[src/rtl/hdu_pkg.sv]
// Shared types and constants for the half-duplex UART with queues.
// No dependencies; imported by hdu_line_ctrl and the top level.
package hdu_pkg;

  localparam int unsigned CFG_INDEX_W = 1;
  localparam int unsigned CFG_DATA_W  = 16;
  localparam int unsigned PHASE_W     = 3;

  // Configuration register indexes
  localparam logic [CFG_INDEX_W-1:0] CFG_BIT_PERIOD   = 1'd0;
  localparam logic [CFG_INDEX_W-1:0] CFG_FIRST_SAMPLE = 1'd1;

  localparam logic [CFG_DATA_W-1:0] BIT_PERIOD_RESET   = 16'd833;
  localparam logic [CFG_DATA_W-1:0] FIRST_SAMPLE_RESET = 16'd416;

  // Queue status seen by the line controller, already ordered as
  // read, then write, then line activity.
  typedef struct packed {
    logic rx_pop_ok;  // host read pops a byte this cycle
    logic rx_room;    // receive queue can take a byte after the pop
    logic tx_has;     // transmit queue non-empty after the host write
    logic tx_more;    // still non-empty after the write and one pop
  } hdu_queue_stat_t;

  // Queue operations requested by the line controller
  typedef struct packed {
    logic rx_push;
    logic tx_pop;
  } hdu_queue_op_t;

  // Line-side status of the controller
  typedef struct packed {
    logic               tx_level;
    logic               tx_enable;
    logic               overflow;
    logic [PHASE_W-1:0] phase;
  } hdu_line_out_t;

endpackage

[src/rtl/hdu_fifo.sv]
// Byte queue with circular pointers and a registered front-entry read.
// Uses no package items; instantiated twice by the top level.
module hdu_fifo #(
  parameter int unsigned DEPTH = 16
) (
  input  logic                       clk,
  input  logic                       rst,
  input  logic                       push,
  input  logic [7:0]                 push_data,
  input  logic                       pop,
  output logic [$clog2(DEPTH+1)-1:0] count,
  output logic [7:0]                 front
);

  localparam int unsigned AW = $clog2(DEPTH);
  localparam int unsigned CW = $clog2(DEPTH + 1);

  logic [7:0]    mem [DEPTH];
  logic [AW-1:0] head;
  logic [AW-1:0] tail;
  logic [AW-1:0] head_next;
  logic [AW-1:0] tail_next;
  logic [CW-1:0] count_next;
  logic          pop_ok;
  logic          push_ok;

  always_comb begin
    pop_ok  = pop && (count != '0);
    // a full queue still takes a byte when a pop frees a slot in the same cycle
    push_ok = push && ((count != CW'(DEPTH)) || pop_ok);

    tail_next = tail;
    if (pop_ok) begin
      tail_next = (tail == AW'(DEPTH - 1)) ? '0 : tail + AW'(1);
    end
    head_next = head;
    if (push_ok) begin
      head_next = (head == AW'(DEPTH - 1)) ? '0 : head + AW'(1);
    end

    count_next = count;
    if (push_ok && !pop_ok) begin
      count_next = count + CW'(1);
    end else if (pop_ok && !push_ok) begin
      count_next = count - CW'(1);
    end
  end

  always_ff @(posedge clk) begin
    if (rst) begin
      head  <= '0;
      tail  <= '0;
      count <= '0;
    end else begin
      head  <= head_next;
      tail  <= tail_next;
      count <= count_next;
    end
  end

  // Storage and front read; bypass a write that lands on the new front entry
  always_ff @(posedge clk) begin
    if (push_ok) begin
      mem[head] <= push_data;
    end
    if (push_ok && (head == tail_next)) begin
      front <= push_data;
    end else begin
      front <= mem[tail_next];
    end
  end

endmodule

[src/rtl/hdu_line_ctrl.sv]
// Line sequencer: reception, transmit framing, abort and retry, overflow.
// Depends on hdu_pkg for the queue and status structs.
module hdu_line_ctrl (
  input  logic                        clk,
  input  logic                        rst,
  input  logic                        step,
  input  logic                        level,
  input  logic [15:0]                 bit_period,
  input  logic [15:0]                 first_sample_delay,
  input  hdu_pkg::hdu_queue_stat_t    stat,
  input  logic [7:0]                  tx_front,
  output hdu_pkg::hdu_queue_op_t      ops,
  output logic [7:0]                  rx_byte,
  output hdu_pkg::hdu_line_out_t      line
);
  import hdu_pkg::*;

  typedef enum logic [PHASE_W-1:0] {
    PH_IDLE  = 3'd0,
    PH_START = 3'd1,
    PH_DATA  = 3'd2,
    PH_STOP  = 3'd3,
    PH_GAP   = 3'd4,
    PH_TX1   = 3'd5,
    PH_TX2   = 3'd6
  } phase_t;

  localparam logic [3:0] SLOT_START     = 4'd1;
  localparam logic [3:0] SLOT_DATA0     = 4'd2;
  localparam logic [3:0] SLOT_STOP      = 4'd10;
  localparam logic [3:0] FRAME_SLOTS    = 4'd11;
  localparam logic [3:0] TX1_SLOTS      = 4'd7;
  localparam logic [3:0] GAP_SLOTS      = 4'd2;
  localparam logic [3:0] RX_DATA_BITS   = 4'd8;

  phase_t      phase, phase_next;
  logic [15:0] tick, tick_next, tick_inc;
  logic [3:0]  bit_idx, bit_idx_next, bit_inc, data_sel;
  logic [7:0]  rx_shift, rx_shift_next;
  logic        prev_line, prev_line_next;
  logic        aborted, aborted_next;
  logic        overflow, overflow_next;
  logic        edge_fall;
  logic        slot_hit;

  always_comb begin
    phase_next     = phase;
    tick_next      = tick;
    bit_idx_next   = bit_idx;
    rx_shift_next  = rx_shift;
    prev_line_next = prev_line;
    aborted_next   = aborted;
    overflow_next  = overflow;
    ops            = '0;

    tick_inc  = tick + 16'd1;
    bit_inc   = bit_idx + 4'd1;
    slot_hit  = (tick_inc >= bit_period);
    edge_fall = prev_line && !level;

    if (step) begin
      prev_line_next = level;
      if (stat.rx_pop_ok) begin
        overflow_next = 1'b0;
      end

      case (phase)
        PH_IDLE: begin
          if (edge_fall) begin
            phase_next   = PH_START;
            tick_next    = '0;
            bit_idx_next = '0;
          end else if (stat.tx_has) begin
            phase_next   = PH_TX1;
            tick_next    = '0;
            bit_idx_next = '0;
          end
        end
        PH_GAP, PH_TX1, PH_TX2: begin
          if (edge_fall) begin
            if ((phase == PH_TX2) && (bit_idx >= SLOT_STOP)) begin
              ops.tx_pop = 1'b1;  // stop bit already out: byte counts as sent
            end else if ((phase == PH_TX1) && (bit_idx == '0)) begin
              // idle-high slot: release the line, keep the byte queued
            end else if (phase != PH_GAP) begin
              aborted_next = 1'b1;
            end
            phase_next   = PH_START;
            tick_next    = '0;
            bit_idx_next = '0;
          end else if (slot_hit) begin
            tick_next    = '0;
            bit_idx_next = bit_inc;
            if (phase == PH_GAP) begin
              if (bit_inc >= GAP_SLOTS) begin
                phase_next   = stat.tx_has ? PH_TX1 : PH_IDLE;
                bit_idx_next = '0;
              end
            end else if (phase == PH_TX1) begin
              if (bit_inc >= TX1_SLOTS) begin
                phase_next = PH_TX2;
              end
            end else if (bit_inc >= FRAME_SLOTS) begin
              ops.tx_pop   = 1'b1;
              phase_next   = stat.tx_more ? PH_TX1 : PH_IDLE;
              bit_idx_next = '0;
            end
          end else begin
            tick_next = tick_inc;
          end
        end
        PH_START: begin
          if (tick_inc >= first_sample_delay) begin
            tick_next    = '0;
            bit_idx_next = '0;
            phase_next   = PH_DATA;
          end else begin
            tick_next = tick_inc;
          end
        end
        PH_DATA: begin
          if (slot_hit) begin
            tick_next     = '0;
            rx_shift_next = {level, rx_shift[7:1]};
            if (bit_inc >= RX_DATA_BITS) begin
              bit_idx_next = '0;
              phase_next   = PH_STOP;
            end else begin
              bit_idx_next = bit_inc;
            end
          end else begin
            tick_next = tick_inc;
          end
        end
        PH_STOP: begin
          if (slot_hit) begin
            tick_next    = '0;
            bit_idx_next = '0;
            if (level) begin
              if (stat.rx_room) begin
                ops.rx_push = 1'b1;
              end else begin
                overflow_next = 1'b1;
              end
            end
            if (aborted) begin
              aborted_next = 1'b0;
              phase_next   = PH_GAP;
            end else begin
              phase_next = stat.tx_has ? PH_TX1 : PH_IDLE;
            end
          end else begin
            tick_next = tick_inc;
          end
        end
        default: begin
          phase_next   = PH_IDLE;
          tick_next    = '0;
          bit_idx_next = '0;
        end
      endcase
    end
  end

  // Drive level from the stored state
  always_comb begin
    data_sel       = bit_idx - SLOT_DATA0;
    line.overflow  = overflow;
    line.phase     = phase;
    line.tx_enable = 1'b0;
    line.tx_level  = 1'b1;
    case (phase)
      PH_IDLE: begin
        line.tx_enable = 1'b0;
        line.tx_level  = 1'b1;
      end
      PH_START, PH_DATA, PH_STOP: begin
        line.tx_enable = aborted;
        line.tx_level  = !aborted;
      end
      PH_GAP: begin
        line.tx_enable = 1'b1;
        line.tx_level  = (bit_idx != '0);
      end
      PH_TX1, PH_TX2: begin
        line.tx_enable = 1'b1;
        if ((bit_idx == '0) || (bit_idx >= SLOT_STOP)) begin
          line.tx_level = 1'b1;
        end else if (bit_idx == SLOT_START) begin
          line.tx_level = 1'b0;
        end else begin
          line.tx_level = tx_front[data_sel[2:0]];
        end
      end
      default: begin
        line.tx_enable = 1'b0;
        line.tx_level  = 1'b1;
      end
    endcase
  end

  assign rx_byte = rx_shift;

  always_ff @(posedge clk) begin
    if (rst) begin
      phase     <= PH_IDLE;
      tick      <= '0;
      bit_idx   <= '0;
      rx_shift  <= '0;
      prev_line <= 1'b1;
      aborted   <= 1'b0;
      overflow  <= 1'b0;
    end else begin
      phase     <= phase_next;
      tick      <= tick_next;
      bit_idx   <= bit_idx_next;
      rx_shift  <= rx_shift_next;
      prev_line <= prev_line_next;
      aborted   <= aborted_next;
      overflow  <= overflow_next;
    end
  end

endmodule

[src/rtl/half_duplex_uart_with_fifos.sv]
// Half-duplex 8N1 UART top level: one request per clock unless a finished result is held back, receive priority.
// Latency: the result of a request is registered and shown the next cycle.
// Throughput: one request per cycle; a request is taken while the previous
// result waits, as long as that result is taken in the same cycle.
// Reset (rst, synchronous): queues empty, line idle, registers 833 and 416.
// Depends on hdu_pkg, hdu_fifo and hdu_line_ctrl.
module half_duplex_uart_with_fifos #(
  parameter int unsigned RX_DEPTH = 16,
  parameter int unsigned TX_DEPTH = 16
) (
  input  logic                                clk,
  input  logic                                rst,
  // request channel
  input  logic                                in_valid,
  output logic                                in_stall,
  input  logic                                rx_level,
  input  logic                                write_valid,
  input  logic [7:0]                          write_byte,
  input  logic                                read_request,
  // result channel
  output logic                                out_valid,
  input  logic                                out_stall,
  output logic                                tx_level,
  output logic                                tx_enable,
  output logic                                read_valid,
  output logic [7:0]                          read_data,
  output logic [$clog2(RX_DEPTH+1)-1:0]       rx_fill,
  output logic [$clog2(TX_DEPTH+1)-1:0]       tx_fill,
  output logic                                overflow_flag,
  output logic [hdu_pkg::PHASE_W-1:0]         line_phase,
  // configuration write channel
  input  logic                                cfg_valid,
  output logic                                cfg_ready,
  input  logic [hdu_pkg::CFG_INDEX_W-1:0]     cfg_index,
  input  logic [hdu_pkg::CFG_DATA_W-1:0]      cfg_data
);
  import hdu_pkg::*;

  localparam int unsigned RCW = $clog2(RX_DEPTH + 1);
  localparam int unsigned TCW = $clog2(TX_DEPTH + 1);

  logic [CFG_DATA_W-1:0] bit_period;
  logic [CFG_DATA_W-1:0] first_sample_delay;

  logic            accept;
  logic            rx_pop_req;
  logic            tx_push_req;
  logic            tx_wr_ok;
  logic [RCW-1:0]  rx_count;
  logic [TCW-1:0]  tx_count;
  logic [7:0]      rx_front;
  logic [7:0]      tx_front;
  logic [7:0]      rx_byte;
  logic [7:0]      read_byte;

  hdu_queue_stat_t stat;
  hdu_queue_op_t   ops;
  hdu_line_out_t   line;

  // Take a new request unless a finished result is still held back.
  assign in_stall = out_valid && out_stall;
  assign accept   = in_valid && !in_stall;

  // Registers are always writable.
  assign cfg_ready = 1'b1;

  always_ff @(posedge clk) begin
    if (rst) begin
      bit_period         <= BIT_PERIOD_RESET;
      first_sample_delay <= FIRST_SAMPLE_RESET;
    end else if (cfg_valid && cfg_ready) begin
      case (cfg_index)
        CFG_BIT_PERIOD:   bit_period         <= cfg_data;
        CFG_FIRST_SAMPLE: first_sample_delay <= cfg_data;
        default: begin
        end
      endcase
    end
  end

  // Host side of the queues: read first, then write, then line activity.
  // A write to a full transmit queue is dropped even if the line pops a byte
  // in the same cycle, since the pop comes after the write.
  assign rx_pop_req  = accept && read_request;
  assign tx_push_req = accept && write_valid;
  assign tx_wr_ok    = tx_push_req && (tx_count != TCW'(TX_DEPTH));

  always_comb begin
    stat.rx_pop_ok = rx_pop_req && (rx_count != '0);
    stat.rx_room   = (rx_count != RCW'(RX_DEPTH)) || stat.rx_pop_ok;
    stat.tx_has    = (tx_count != '0) || tx_wr_ok;
    // after a pop the queue keeps a byte if it held two, counting this write
    stat.tx_more   = (tx_count > TCW'(1)) || ((tx_count == TCW'(1)) && tx_wr_ok);
  end

  hdu_fifo #(
    .DEPTH (RX_DEPTH)
  ) u_rx_fifo (
    .clk       (clk),
    .rst       (rst),
    .push      (ops.rx_push),
    .push_data (rx_byte),
    .pop       (rx_pop_req),
    .count     (rx_count),
    .front     (rx_front)
  );

  hdu_fifo #(
    .DEPTH (TX_DEPTH)
  ) u_tx_fifo (
    .clk       (clk),
    .rst       (rst),
    .push      (tx_wr_ok),
    .push_data (write_byte),
    .pop       (ops.tx_pop),
    .count     (tx_count),
    .front     (tx_front)
  );

  hdu_line_ctrl u_line_ctrl (
    .clk                (clk),
    .rst                (rst),
    .step               (accept),
    .level              (rx_level),
    .bit_period         (bit_period),
    .first_sample_delay (first_sample_delay),
    .stat               (stat),
    .tx_front           (tx_front),
    .ops                (ops),
    .rx_byte            (rx_byte),
    .line               (line)
  );

  // Result register: valid flag and the popped byte. The other result fields
  // are the state registers themselves, which only move on an accepted request
  // and therefore hold while the result is stalled.
  always_ff @(posedge clk) begin
    if (rst) begin
      out_valid  <= 1'b0;
      read_valid <= 1'b0;
    end else if (accept) begin
      out_valid  <= 1'b1;
      read_valid <= stat.rx_pop_ok;
    end else if (!out_stall) begin
      out_valid <= 1'b0;
    end
  end

  // Hold the popped byte; no reset needed on payload.
  always_ff @(posedge clk) begin
    if (stat.rx_pop_ok) begin
      read_byte <= rx_front;
    end
  end

  assign read_data     = read_valid ? read_byte : 8'd0;
  assign rx_fill       = rx_count;
  assign tx_fill       = tx_count;
  assign tx_level      = line.tx_level;
  assign tx_enable     = line.tx_enable;
  assign overflow_flag = line.overflow;
  assign line_phase    = line.phase;

endmodule

[config.mk]
export PLATFORM = sky130hd
export DESIGN_NAME = half_duplex_uart_with_fifos
export DESIGN_NICKNAME = d
export VERILOG_FILES = /design/src/rtl/hdu_pkg.sv /design/src/rtl/hdu_fifo.sv /design/src/rtl/hdu_line_ctrl.sv /design/src/rtl/half_duplex_uart_with_fifos.sv
export SDC_FILE = /design/constraint.sdc
export NUM_CORES = 1
export LEC_CHECK = 0
export BUFFER_PORTS_ARGS = -buffer_cell sky130_fd_sc_hd__buf_2
export CORE_MARGIN = 5
export CORE_UTILIZATION = 35
export DETAILED_ROUTE_END_ITERATION = 10
export PLACE_DENSITY = 0.6
export SYNTH_ARGS = -nofsm -noshare
export SYNTH_HDL_FRONTEND = slang
export SYNTH_SLANG_ARGS = --single-unit
[constraint.sdc]
create_clock -name clk -period 4.7 [get_ports clk]
set_clock_uncertainty 0.2 [all_clocks]
set_input_delay 0.94 -clock clk [delete_from_list [all_inputs] [get_ports clk]]
set_output_delay 0.94 -clock clk [all_outputs]
set_load 0.005 [all_outputs]
==> results of run 1 <==
## layer usage
layer / track usage [%] / vias up / part of all wire [%]
met5: 0 / - / 0.021
met4: 3.38 / 2 / 1.9
met3: 2.49 / 51 / 4.0
met2: 21.9 / 170 / 48
met1: 18.1 / 4717 / 46
li1: - / 4578 / -
## cell type report
cell class	instances	area, um^2	share of cell area (%)
Inverter	51	191	1.03
Tap cell	600	751	4.03
Clock buffer	62	1150	6.20
Clock inverter	14	165	0.887
Timing Repair Buffer	98	601	3.22
Sequential cell	366	9980	53.6
Multi-Input combinational cell	693	5780	31.1
## layout by cell type, fill, tap and decap left out, types with 7 or more instances in the layout
cell and n:
sky130_fd_sc_hd__inv_1 51, sky130_fd_sc_hd__nand2_1 109, sky130_fd_sc_hd__nand3_1 16, sky130_fd_sc_hd__a211oi_1 7
sky130_fd_sc_hd__nor2b_1 16, sky130_fd_sc_hd__xor2_1 14, sky130_fd_sc_hd__nand4_1 11, sky130_fd_sc_hd__a22oi_1 8
sky130_fd_sc_hd__and3_1 16, sky130_fd_sc_hd__dfxtp_1 97, sky130_fd_sc_hd__and2_1 12, sky130_fd_sc_hd__clkbuf_16 41
sky130_fd_sc_hd__nor3_1 17, sky130_fd_sc_hd__ha_1 56, sky130_fd_sc_hd__buf_2 59, sky130_fd_sc_hd__o21ai_0 19
sky130_fd_sc_hd__a21oi_1 70, sky130_fd_sc_hd__mux4_2 74, sky130_fd_sc_hd__a31oi_1 7, sky130_fd_sc_hd__xnor2_1 8
sky130_fd_sc_hd__clkbuf_1 16, sky130_fd_sc_hd__mux2i_1 14, sky130_fd_sc_hd__edfxtp_1 264, sky130_fd_sc_hd__nand2b_1 18
sky130_fd_sc_hd__o31ai_1 11, sky130_fd_sc_hd__nor2_1 71, sky130_fd_sc_hd__a21o_1 16, sky130_fd_sc_hd__buf_4 38
## state kept, by name (all words and copies together) (netlist names), named ones only
name	flops
u_rx_fifo.mem	128
u_tx_fifo.mem	128
bit_period	16
first_sample_delay	16
u_line_ctrl.tick	16
read_byte	8
u_line_ctrl.rx_byte	8
u_rx_fifo.count	5
u_tx_fifo.count	5
u_line_ctrl.bit_idx	4
u_rx_fifo.head	4
u_rx_fifo.tail	4
u_tx_fifo.head	4
u_tx_fifo.tail	4
u_line_ctrl.phase	3
out_valid	1
read_valid	1
u_line_ctrl.aborted	1
u_line_ctrl.overflow	1
u_line_ctrl.prev_line	1
## cells in the mapped netlist, types with 3 or more instances
master and count:
sky130_fd_sc_hd__xnor2_1 8, sky130_fd_sc_hd__a31oi_1 7, sky130_fd_sc_hd__xor2_1 15, sky130_fd_sc_hd__nor2b_1 16
sky130_fd_sc_hd__and2_1 12, sky130_fd_sc_hd__a211o_1 6, sky130_fd_sc_hd__a221oi_1 3, sky130_fd_sc_hd__mux4_2 74
sky130_fd_sc_hd__a211oi_1 7, sky130_fd_sc_hd__nand2_1 111, sky130_fd_sc_hd__a21o_1 16, sky130_fd_sc_hd__nor4b_1 6
sky130_fd_sc_hd__buf_1 10, sky130_fd_sc_hd__buf_2 13, sky130_fd_sc_hd__a22o_1 6, sky130_fd_sc_hd__inv_1 51
sky130_fd_sc_hd__ha_1 58, sky130_fd_sc_hd__or3_1 6, sky130_fd_sc_hd__o21ai_1 5, sky130_fd_sc_hd__and3_1 18
sky130_fd_sc_hd__edfxtp_1 264, sky130_fd_sc_hd__nand3b_1 4, sky130_fd_sc_hd__a22oi_1 8, sky130_fd_sc_hd__nand2b_1 18
sky130_fd_sc_hd__o22ai_1 4, sky130_fd_sc_hd__o211ai_1 3, sky130_fd_sc_hd__a21oi_1 71, sky130_fd_sc_hd__nand4_1 11
sky130_fd_sc_hd__o31ai_1 11, sky130_fd_sc_hd__nand3_1 17, sky130_fd_sc_hd__o21ai_0 19, sky130_fd_sc_hd__or4b_1 4
sky130_fd_sc_hd__dfxtp_1 102, sky130_fd_sc_hd__nor3_1 18, sky130_fd_sc_hd__mux2i_1 14, sky130_fd_sc_hd__nor2_1 71
sky130_fd_sc_hd__clkbuf_1 31
## where the power goes
group	switching [mW]	internal (mW)	leakage (nW)	total, mW
Sequential	0.0887	3.50	3.36	3.59
Clock	1.28	1.82	0.636	3.10
Combinational	0.420	0.309	2.75	0.729
## worst reg2reg max path, cell delays in order (launching register included)
cell and delay, ps:
sky130_fd_sc_hd__dfxtp_1 390, sky130_fd_sc_hd__nand3_2 120, sky130_fd_sc_hd__nor4_4 280, sky130_fd_sc_hd__and3_4 220, sky130_fd_sc_hd__and3_1 190, sky130_fd_sc_hd__and3_2 230, sky130_fd_sc_hd__xor2_2 170, sky130_fd_sc_hd__ha_1 270
sky130_fd_sc_hd__nand2_2 110, sky130_fd_sc_hd__a21oi_1 50, sky130_fd_sc_hd__a221o_1 360, sky130_fd_sc_hd__a21oi_4 190, sky130_fd_sc_hd__nor3b_4 70, sky130_fd_sc_hd__ha_2 240, sky130_fd_sc_hd__inv_1 120, sky130_fd_sc_hd__ha_1 260
sky130_fd_sc_hd__a21o_1 190, sky130_fd_sc_hd__a21oi_1 180, sky130_fd_sc_hd__xnor2_1 90, sky130_fd_sc_hd__or3_1 300, sky130_fd_sc_hd__a21oi_1 130
## path summary, 6_finish.rpt
| path | start | slack (ps) | end |
|---|---|---|---|
| worst max-delay path | u_line_ctrl.tick[4] | 270 | u_rx_fifo.count[4] |
| worst min-delay path | first_sample_delay[13] | 250 | first_sample_delay[13] |
| worst max register to register | u_line_ctrl.tick[4] | 270 | u_rx_fifo.count[4] |
| worst min register to register | first_sample_delay[13] | 250 | first_sample_delay[13] |
## what timing repair did
item,4_1_cts,5_1_grt
gates cloned,0,0
gates resized for setup,1,13
endpoints found under the setup margin,1,4
pin swaps,0,2
setup buffers,0,1
## kinds of logic after synthesis
group | synth area share [%]
AOI/OAI and AO/OA | 7.28
xor gates and xnor gates | 1.35
adders and majority gates | 4.63
buffers and inverters | 2.71
DFF | 61.9
muxes | 11.4
other | 0.0233
and+or+nand+nor | 10.7
## metrics by stage
stage / cells / worst slack (ps)
after detailed placement: 1807 / -6.77
after floorplan: 1167 / 3.97
after CTS: 1883 / 23.6
after global placement: 1807 / 95.0
after global routing: 1884 / -6.81
final: 1884 / 268
==> insert_results.sql, run 1 <==
INSERT INTO impl_metrics (metric_group, metric, value, unit) VALUES
('worst_setup_path', 'criticalPathCategory', 'flop to flop', ''),
('route', 'drtIter0Drc', '654', ''),
('route', 'drt-vias-per-instance', '5.05', ''),
('synth', 'syn_area_per_cell', '13.8', 'um^2'),
('worst_setup_path', 'worstPathCellList', 'nand3_2 -> nor4_4 -> and3_4 -> and3_1 -> and3_2 -> xor2_2 -> ha_1 -> nand2_2 -> a21oi_1 -> a221o_1 -> a21oi_4 -> nor3b_4 -> ha_2 -> inv_1 -> ha_1 -> a21o_1 -> a21oi_1 -> xnor2_1 -> or3_1 -> a21oi_1', ''),
('global_route', 'grt_antenna_before_repair', '2', ''),
('clock_tree', 'cts_tree', 'yes', ''),
('placed_design', 'place_area', '0.0172', 'mm^2'),
('route', 'detail_route.drc_violations', '0', ''),
('synth', 'synth_nets', '1259', ''),
('synth', 'synth_instances', '1167', ''),
('synth', 'postSynthRegisterBits', '366', ''),
('worst_setup_path', 'reg2reg_depth', '20', ''),
('clock_tree', 'worst_setup_hold_path_clk_slew', '60', 'ps'),
('final_layout', 'drive_above_1_share', '20.1', '%'),
('synth', 'yosys_warnings', '0', ''),
('worst_setup_path', 'critical_path.startpoint_type', 'flop', ''),
('global_route', 'grt_pass1_vias', '9417', ''),
('sta', 'final_min_period_over_clock_period', '94.3', '%'),
('power', 'power.density', '399', 'mW/mm^2'),
('placed_design', 'hpwlAfterDp', '22800', 'um'),
('sta', 'setup_violations', '0', ''),
('sta', 'achievable-frequency', '0.226', 'GHz'),
('worst_setup_path', 'highest_fanout_seen_on_the_critical_path', '4', ''),
('floorplan', 'core.rowCount', '78', ''),
('synth', 'synthTopCellsByArea', 'sky130_fd_sc_hd__edfxtp_1 (49%), sky130_fd_sc_hd__dfxtp_1 (13%), sky130_fd_sc_hd__mux4_2 (10%)', ''),
('worst_setup_path', 'required', '4980', 'ps'),
('synth', 'synth_cell_types', '77', ''),
('final_layout', 'final.fill_count', '4220', ''),
('route', 'antenna_violating_nets_left', '0', ''),
('floorplan', 'die-area', '0.0504', 'mm^2'),
('power', 'design_power_total', '7.42', 'mW'),
('route', 'totalWireLength', '33800', 'um'),
('worst_setup_path', 'critical_path.top_delay_family', 'simple AND/OR/NAND/NOR gates', ''),
('worst_setup_path', 'slowest_cell_on_the_critical_path', 'sky130_fd_sc_hd__dfxtp_1', ''),
('worst_setup_path', 'crit_path_frequent_cell', 'sky130_fd_sc_hd__a21oi_1', ''),
('synth', 'synthDominantCellAreaShare', '49.2', '%'),
('global_route', 'globalRouteOverflowTotal', '0', ''),
('power', 'maximum_vdd_drop', '0.000325', 'V'),
('global_route', 'grt_max_degree', '80', ''),
('clock_tree', 'worst_skew_pair.late_latency', '560', 'ps'),
('clock_tree', 'post_cts_hold_buffer_count', '0', ''),
('sta', 'final.hold.worst_slack', '254', 'ps'),
('sta', 'post-route-min-period', '4430', 'ps'),
('sta', 'setup_tns_after_final_layout', '0', 'ps'),
('synth', 'synth-main-ff-cell', 'sky130_fd_sc_hd__edfxtp_1', ''),
('floorplan', 'floorplan.io_pins', '61', ''),
('route', 'vias', '9518', ''),
('global_route', 'grtUsageTotal', '13.2', '%'),
('clock_tree', 'ctsLongestPathBuffers', '3', ''),
('final_layout', 'antenna_cells_inserted', '0', ''),
('synth', 'synth-edff-count', '264', ''),
('worst_setup_path', 'cp.depth', '20', ''),
('hold_path', 'whs_path_depth', '2', ''),
('clock_tree', 'ctsRootBufferMaster', 'sky130_fd_sc_hd__clkbuf_16', ''),
('clock_tree', 'numClockSinks', '366', ''),
('clock_tree', 'htree_levels', '2', ''),
('route', 'drt-wirelength-per-cell', '17.9', 'um'),
('floorplan', 'fp.dieW', '225', 'um'),
('worst_setup_path', 'worst_path_largest_cell_delay', '390', 'ps'),
('worst_setup_path', 'cp_data_arrival_time', '4710', 'ps'),
('synth', 'share_of_the_yosys_chip_area_belonging_to_registers', '61.9', '%'),
('job', 'max_cap_viol_count', '0', ''),
('sta', 'slew_viol_final', '0', ''),
('outcome', 'outcome', 'complete, no violations', ''),
('global_route', 'global_route_wire_length_before_repair', '53200', 'um'),
('final_layout', 'area_growth', '15.6', '%'),
('sta', 'hold_vio_cnt_final', '0', ''),
('final_layout', 'final_cell_area', '0.0186', 'mm^2'),
('floorplan', 'core_area', '0.0455', 'mm^2'),
('placed_design', 'numPortBuffers', '59', '');
Note: power is estimated with default switching activity, not from simulation.
==> run 2, diff against run 1 <==
--- a/config.mk
+++ b/config.mk
@@ -12,4 +12,5 @@
 export PLACE_DENSITY = 0.6
 export SYNTH_ARGS = -nofsm -noshare
 export SYNTH_HDL_FRONTEND = slang
+export SYNTH_HIERARCHICAL = 1
 export SYNTH_SLANG_ARGS = --single-unit
==> run 2 against run 1 <==
Effect of this change: the flow now finishes with violations (negative setup slack); sequential cell count unchanged; highest routed layer is now met4; worst setup slack got worse by 520 ps; cell area increased by 4.7%; clock-buffer cell count down 4; global-route usage grew 0.37 points; synthesized cell count rose by 0.86%; critical endpoint is now u_tx_fifo/count[4]; sequential share of layout area shrank 2.4 points.
==> insert_results.sql, run 2 <==
INSERT INTO impl_metrics (metric_group, metric, value, unit) VALUES
('route', 'drtIter0Drc', '567', ''),
('synth', 'yosys_warnings', '6', ''),
('synth', 'postSynthRegisterBits', '366', ''),
('global_route', 'grt_max_degree', '64', ''),
('synth', 'syn_area_per_cell', '13.7', 'um^2'),
('power', 'maximum_vdd_drop', '0.000293', 'V'),
('synth', 'syn-cell-area', '0.0161', 'mm^2'),
('route', 'drt-vias-per-instance', '5.01', ''),
('final_layout', 'layout.cells.most_common_list', 'sky130_fd_sc_hd__edfxtp_1 (264), sky130_fd_sc_hd__nand2_1 (121), sky130_fd_sc_hd__buf_4 (102), sky130_fd_sc_hd__dfxtp_1 (93), sky130_fd_sc_hd__nor2_1 (82)', ''),
('synth', 'synth.mux.area_fraction', '10.6', '%'),
('final_layout', 'area.sequential', '0.00999', 'mm^2'),
('power', 'design_power_total', '7.43', 'mW'),
('synth', 'synth-edff-count', '264', ''),
('worst_setup_path', 'highest_fanout_seen_on_the_critical_path', '5', ''),
('power', 'power.static_leakage', '7.05', 'nW'),
('route', 'antenna_violating_nets_left', '0', ''),
('clock_tree', 'ctsRootBufferMaster', 'sky130_fd_sc_hd__clkbuf_16', ''),
('route', 'vias', '9861', ''),
('synth', 'synth_xor_xnor_area_share', '1.09', '%'),
('final_layout', 'area_growth', '21.3', '%'),
('floorplan', 'floorplan.io_pins', '61', ''),
('route', 'firstDrtPassIters', '5', ''),
('floorplan', 'core.rowCount', '78', ''),
('sta', 'slew_headroom', '22.2', '%'),
('sta', 'final_min_period_over_clock_period', '105', '%'),
('clock_tree', 'cts_tree', 'yes', ''),
('outcome', 'failed_checks', 'negative setup slack', ''),
('synth', 'synthDominantCellAreaShare', '49.3', '%'),
('synth', 'basic_gate_share_of_the_synthesized_area_counting_and_or_nand_and_nor_cells', '11.1', '%'),
('outcome', 'outcome', 'finished with violations', ''),
('final_layout', 'finalNonFillerCells', '1967', ''),
('final_layout', 'drive_above_1_share', '28.9', '%'),
('power', 'power.density', '381', 'mW/mm^2'),
('synth', 'ys_async_sr_fraction', '0', '%'),
('synth', 'netlist.top_cell.by_area', 'sky130_fd_sc_hd__edfxtp_1', ''),
('worst_setup_path', 'cp_data_arrival_time', '5170', 'ps'),
('synth', 'largest_family_of_logic_cells_by_synthesized_area', 'simple AND/OR/NAND/NOR gates', ''),
('final_layout', 'layout.cells.most_common', 'sky130_fd_sc_hd__edfxtp_1', ''),
('synth', 'synthTopCellsByArea', 'sky130_fd_sc_hd__edfxtp_1 (49%), sky130_fd_sc_hd__dfxtp_1 (13%), sky130_fd_sc_hd__mux4_2 (9.2%)', ''),
('floorplan', 'die-area', '0.0503', 'mm^2'),
('floorplan', 'initial_core_util', '35.4', '%'),
('synth', 'synth.cells.most_frequent', 'sky130_fd_sc_hd__edfxtp_1 (264), sky130_fd_sc_hd__nand2_1 (123), sky130_fd_sc_hd__dfxtp_1 (102)', ''),
('global_route', 'globalRouteOverflowTotal', '0', ''),
('final_layout', 'antenna_cells_inserted', '0', ''),
('synth', 'synth_cell_types', '76', ''),
('final_layout', 'final.fill_count', '4165', ''),
('worst_setup_path', 'critical_path.startpoint_type', 'flop', ''),
('global_route', 'grt_antenna_before_repair', '0', ''),
('placed_design', 'place_area', '0.0177', 'mm^2'),
('route', 'totalWireLength', '34600', 'um'),
('placed_design', 'place.detailed.instances', '1871', ''),
('worst_setup_path', 'criticalPathCategory', 'flop to flop', ''),
('global_route', 'grtUsageTotal', '13.6', '%'),
('final_layout', 'reg_top3', 'u_rx_fifo/mem x128, u_tx_fifo/mem x128', ''),
('clock_tree', 'worst_setup_hold_path_clk_slew', '60', 'ps'),
('global_route', 'global_route_wire_length_before_repair', '54700', 'um'),
('sta', 'tightest_slew', '1170', 'ps'),
('clock_tree', 'number_of_buffers_created_by_cts', '39', ''),
('sta', 'grt_setup_unrepaired', 'yes', ''),
('clock_tree', 'numClockSinks', '366', ''),
('global_route', 'grt_pass1_vias', '9871', ''),
('floorplan', 'fp.dieW', '224', 'um'),
('sta', 'hold_vio_cnt_final', '0', ''),
('floorplan', 'core_area', '0.0454', 'mm^2'),
('sta', 'setup_violations', '4', ''),
('clock_tree', 'worst_skew_pair.late_latency', '550', 'ps'),
('hold_path', 'hold_path.class', 'flop to flop', ''),
('synth', 'synthMostInstantiatedCell', 'sky130_fd_sc_hd__edfxtp_1', ''),
('placed_design', 'hpwlAfterDp', '22600', 'um'),
('worst_setup_path', 'endpoint_kind_of_the_worst_setup_timing_path', 'flop', ''),
('sta', 'finalWorstSetupSlack', '-251', 'ps'),
('sta', 'achievable-frequency', '0.202', 'GHz'),
('sta', 'post-route-min-period', '4950', 'ps'),
('floorplan', 'chipHeight', '224', 'um'),
('route', 'detail_route.drc_violations', '0', ''),
('synth', 'synth-compound-area-share', '7.85', '%'),
('synth', 'synth_instances', '1177', ''),
('synth', 'yosys.area_share.adder', '4.69', '%'),
('synth', 'synth-main-ff-cell', 'sky130_fd_sc_hd__edfxtp_1', ''),
('final_layout', 'layout.nets', '1429', ''),
('final_layout', 'final_cell_area', '0.0195', 'mm^2'),
('final_layout', 'area_of_combinational_cells_with_multiple_inputs', '0.00608', 'mm^2'),
('route', 'drt-wirelength-per-cell', '17.6', 'um'),
('synth', 'share_of_the_yosys_chip_area_belonging_to_registers', '62.0', '%'),
('clock_tree', 'htree_levels', '2', ''),
('placed_design', 'gpl.final_weighted_congestion', '0.832', ''),
('clock_tree', 'ctsLongestPathBuffers', '3', ''),
('sta', 'slew_viol_final', '0', ''),
('worst_setup_path', 'required', '4920', 'ps'),
('synth', 'synth_nets', '1269', ''),
('final_layout', 'final_util', '43.0', '%'),
('job', 'max_cap_viol_count', '0', ''),
('placed_design', 'numPortBuffers', '59', '');
[run 2: critical path, cell delays in order, from the launching register on]
cell and delay (ps):
sky130_fd_sc_hd__dfxtp_2 360, sky130_fd_sc_hd__and3_4 210, sky130_fd_sc_hd__nand3_4 110, sky130_fd_sc_hd__or2_4 270, sky130_fd_sc_hd__and2_1 160, sky130_fd_sc_hd__or2_2 330
sky130_fd_sc_hd__ha_4 290, sky130_fd_sc_hd__and3_4 200, sky130_fd_sc_hd__o31ai_1 110, sky130_fd_sc_hd__nor4_4 310, sky130_fd_sc_hd__nor3_4 80, sky130_fd_sc_hd__or3_1 310
sky130_fd_sc_hd__o21ai_1 100, sky130_fd_sc_hd__and4_4 260, sky130_fd_sc_hd__nand2b_4 140, sky130_fd_sc_hd__o21ai_4 50, sky130_fd_sc_hd__inv_1 90, sky130_fd_sc_hd__ha_2 200
sky130_fd_sc_hd__inv_4 60, sky130_fd_sc_hd__fa_2 350, sky130_fd_sc_hd__nand3_2 70, sky130_fd_sc_hd__a211oi_1 60, sky130_fd_sc_hd__a31oi_1 170, sky130_fd_sc_hd__mux2_2 350
[run 2: repair_timing]
action | 4_1_cts | 5_1_grt
gates cloned | 2 | 1
setup endpoints to repair | 6 | 103
setup buffers | 12 | 11
hold buffers | 0 | 0
pin swaps | 11 | 16
resized for setup | 22 | 36
[run 2: stage by stage]
stage	hold slack [ps]	setup slack [ps]	setup TNS [ps]
2_1_floorplan	236	-85.9	-158
3_3_place_gp	245	-165	-323
3_5_place_dp	249	-241	-768
4_1_cts	257	-206	-528
5_1_grt	273	-432	-5240
6_report	254	-251	-691
[run 2: final timing paths]
kind,to,slack [ps],startpoint,cells past startpoint
setup / recovery,u_tx_fifo/count[4],-250,u_line_ctrl/tick[1],23
hold reg to reg,bit_period[13],250,bit_period[13],2
setup reg to reg,u_tx_fifo/count[4],-250,u_line_ctrl/tick[1],23
hold / removal,bit_period[13],250,bit_period[13],2
[run 2: cell type report]
class                      count  share of cell area [%]
timing repair buffer         171                    6.42
tap                          600                    3.85
clock buffer                  58                    5.69
sequential                   366                    51.2
clock inverter                13                   0.648
inverter                      49                   0.982
multi-input combinational    710                    31.2
[run 2: cells by family after synthesis]
logic type	count (synthesis)
AOI/OAI and AO/OA	184
xor gates and xnor gates	20
adders and majority gates	59
buffers and inverters	101
DFF	366
muxes	86
other	1
and+or+nand+nor	360
[run 2: routing by layer]
layer / wire length, um / up-vias / track usage (%)
met3: 1390 / 50 / 2.24
met2: 17300 / 178 / 23.2
met5: 0 / - / 0
met1: 15300 / 4862 / 18.1
li1: - / 4771 / -
met4: 665 / 0 / 3.63
[run 2: report_power, final]
part,switching [mW],internal (mW)
Clock,1.21,1.75
Combinational,0.451,0.402
Sequential,0.105,3.50
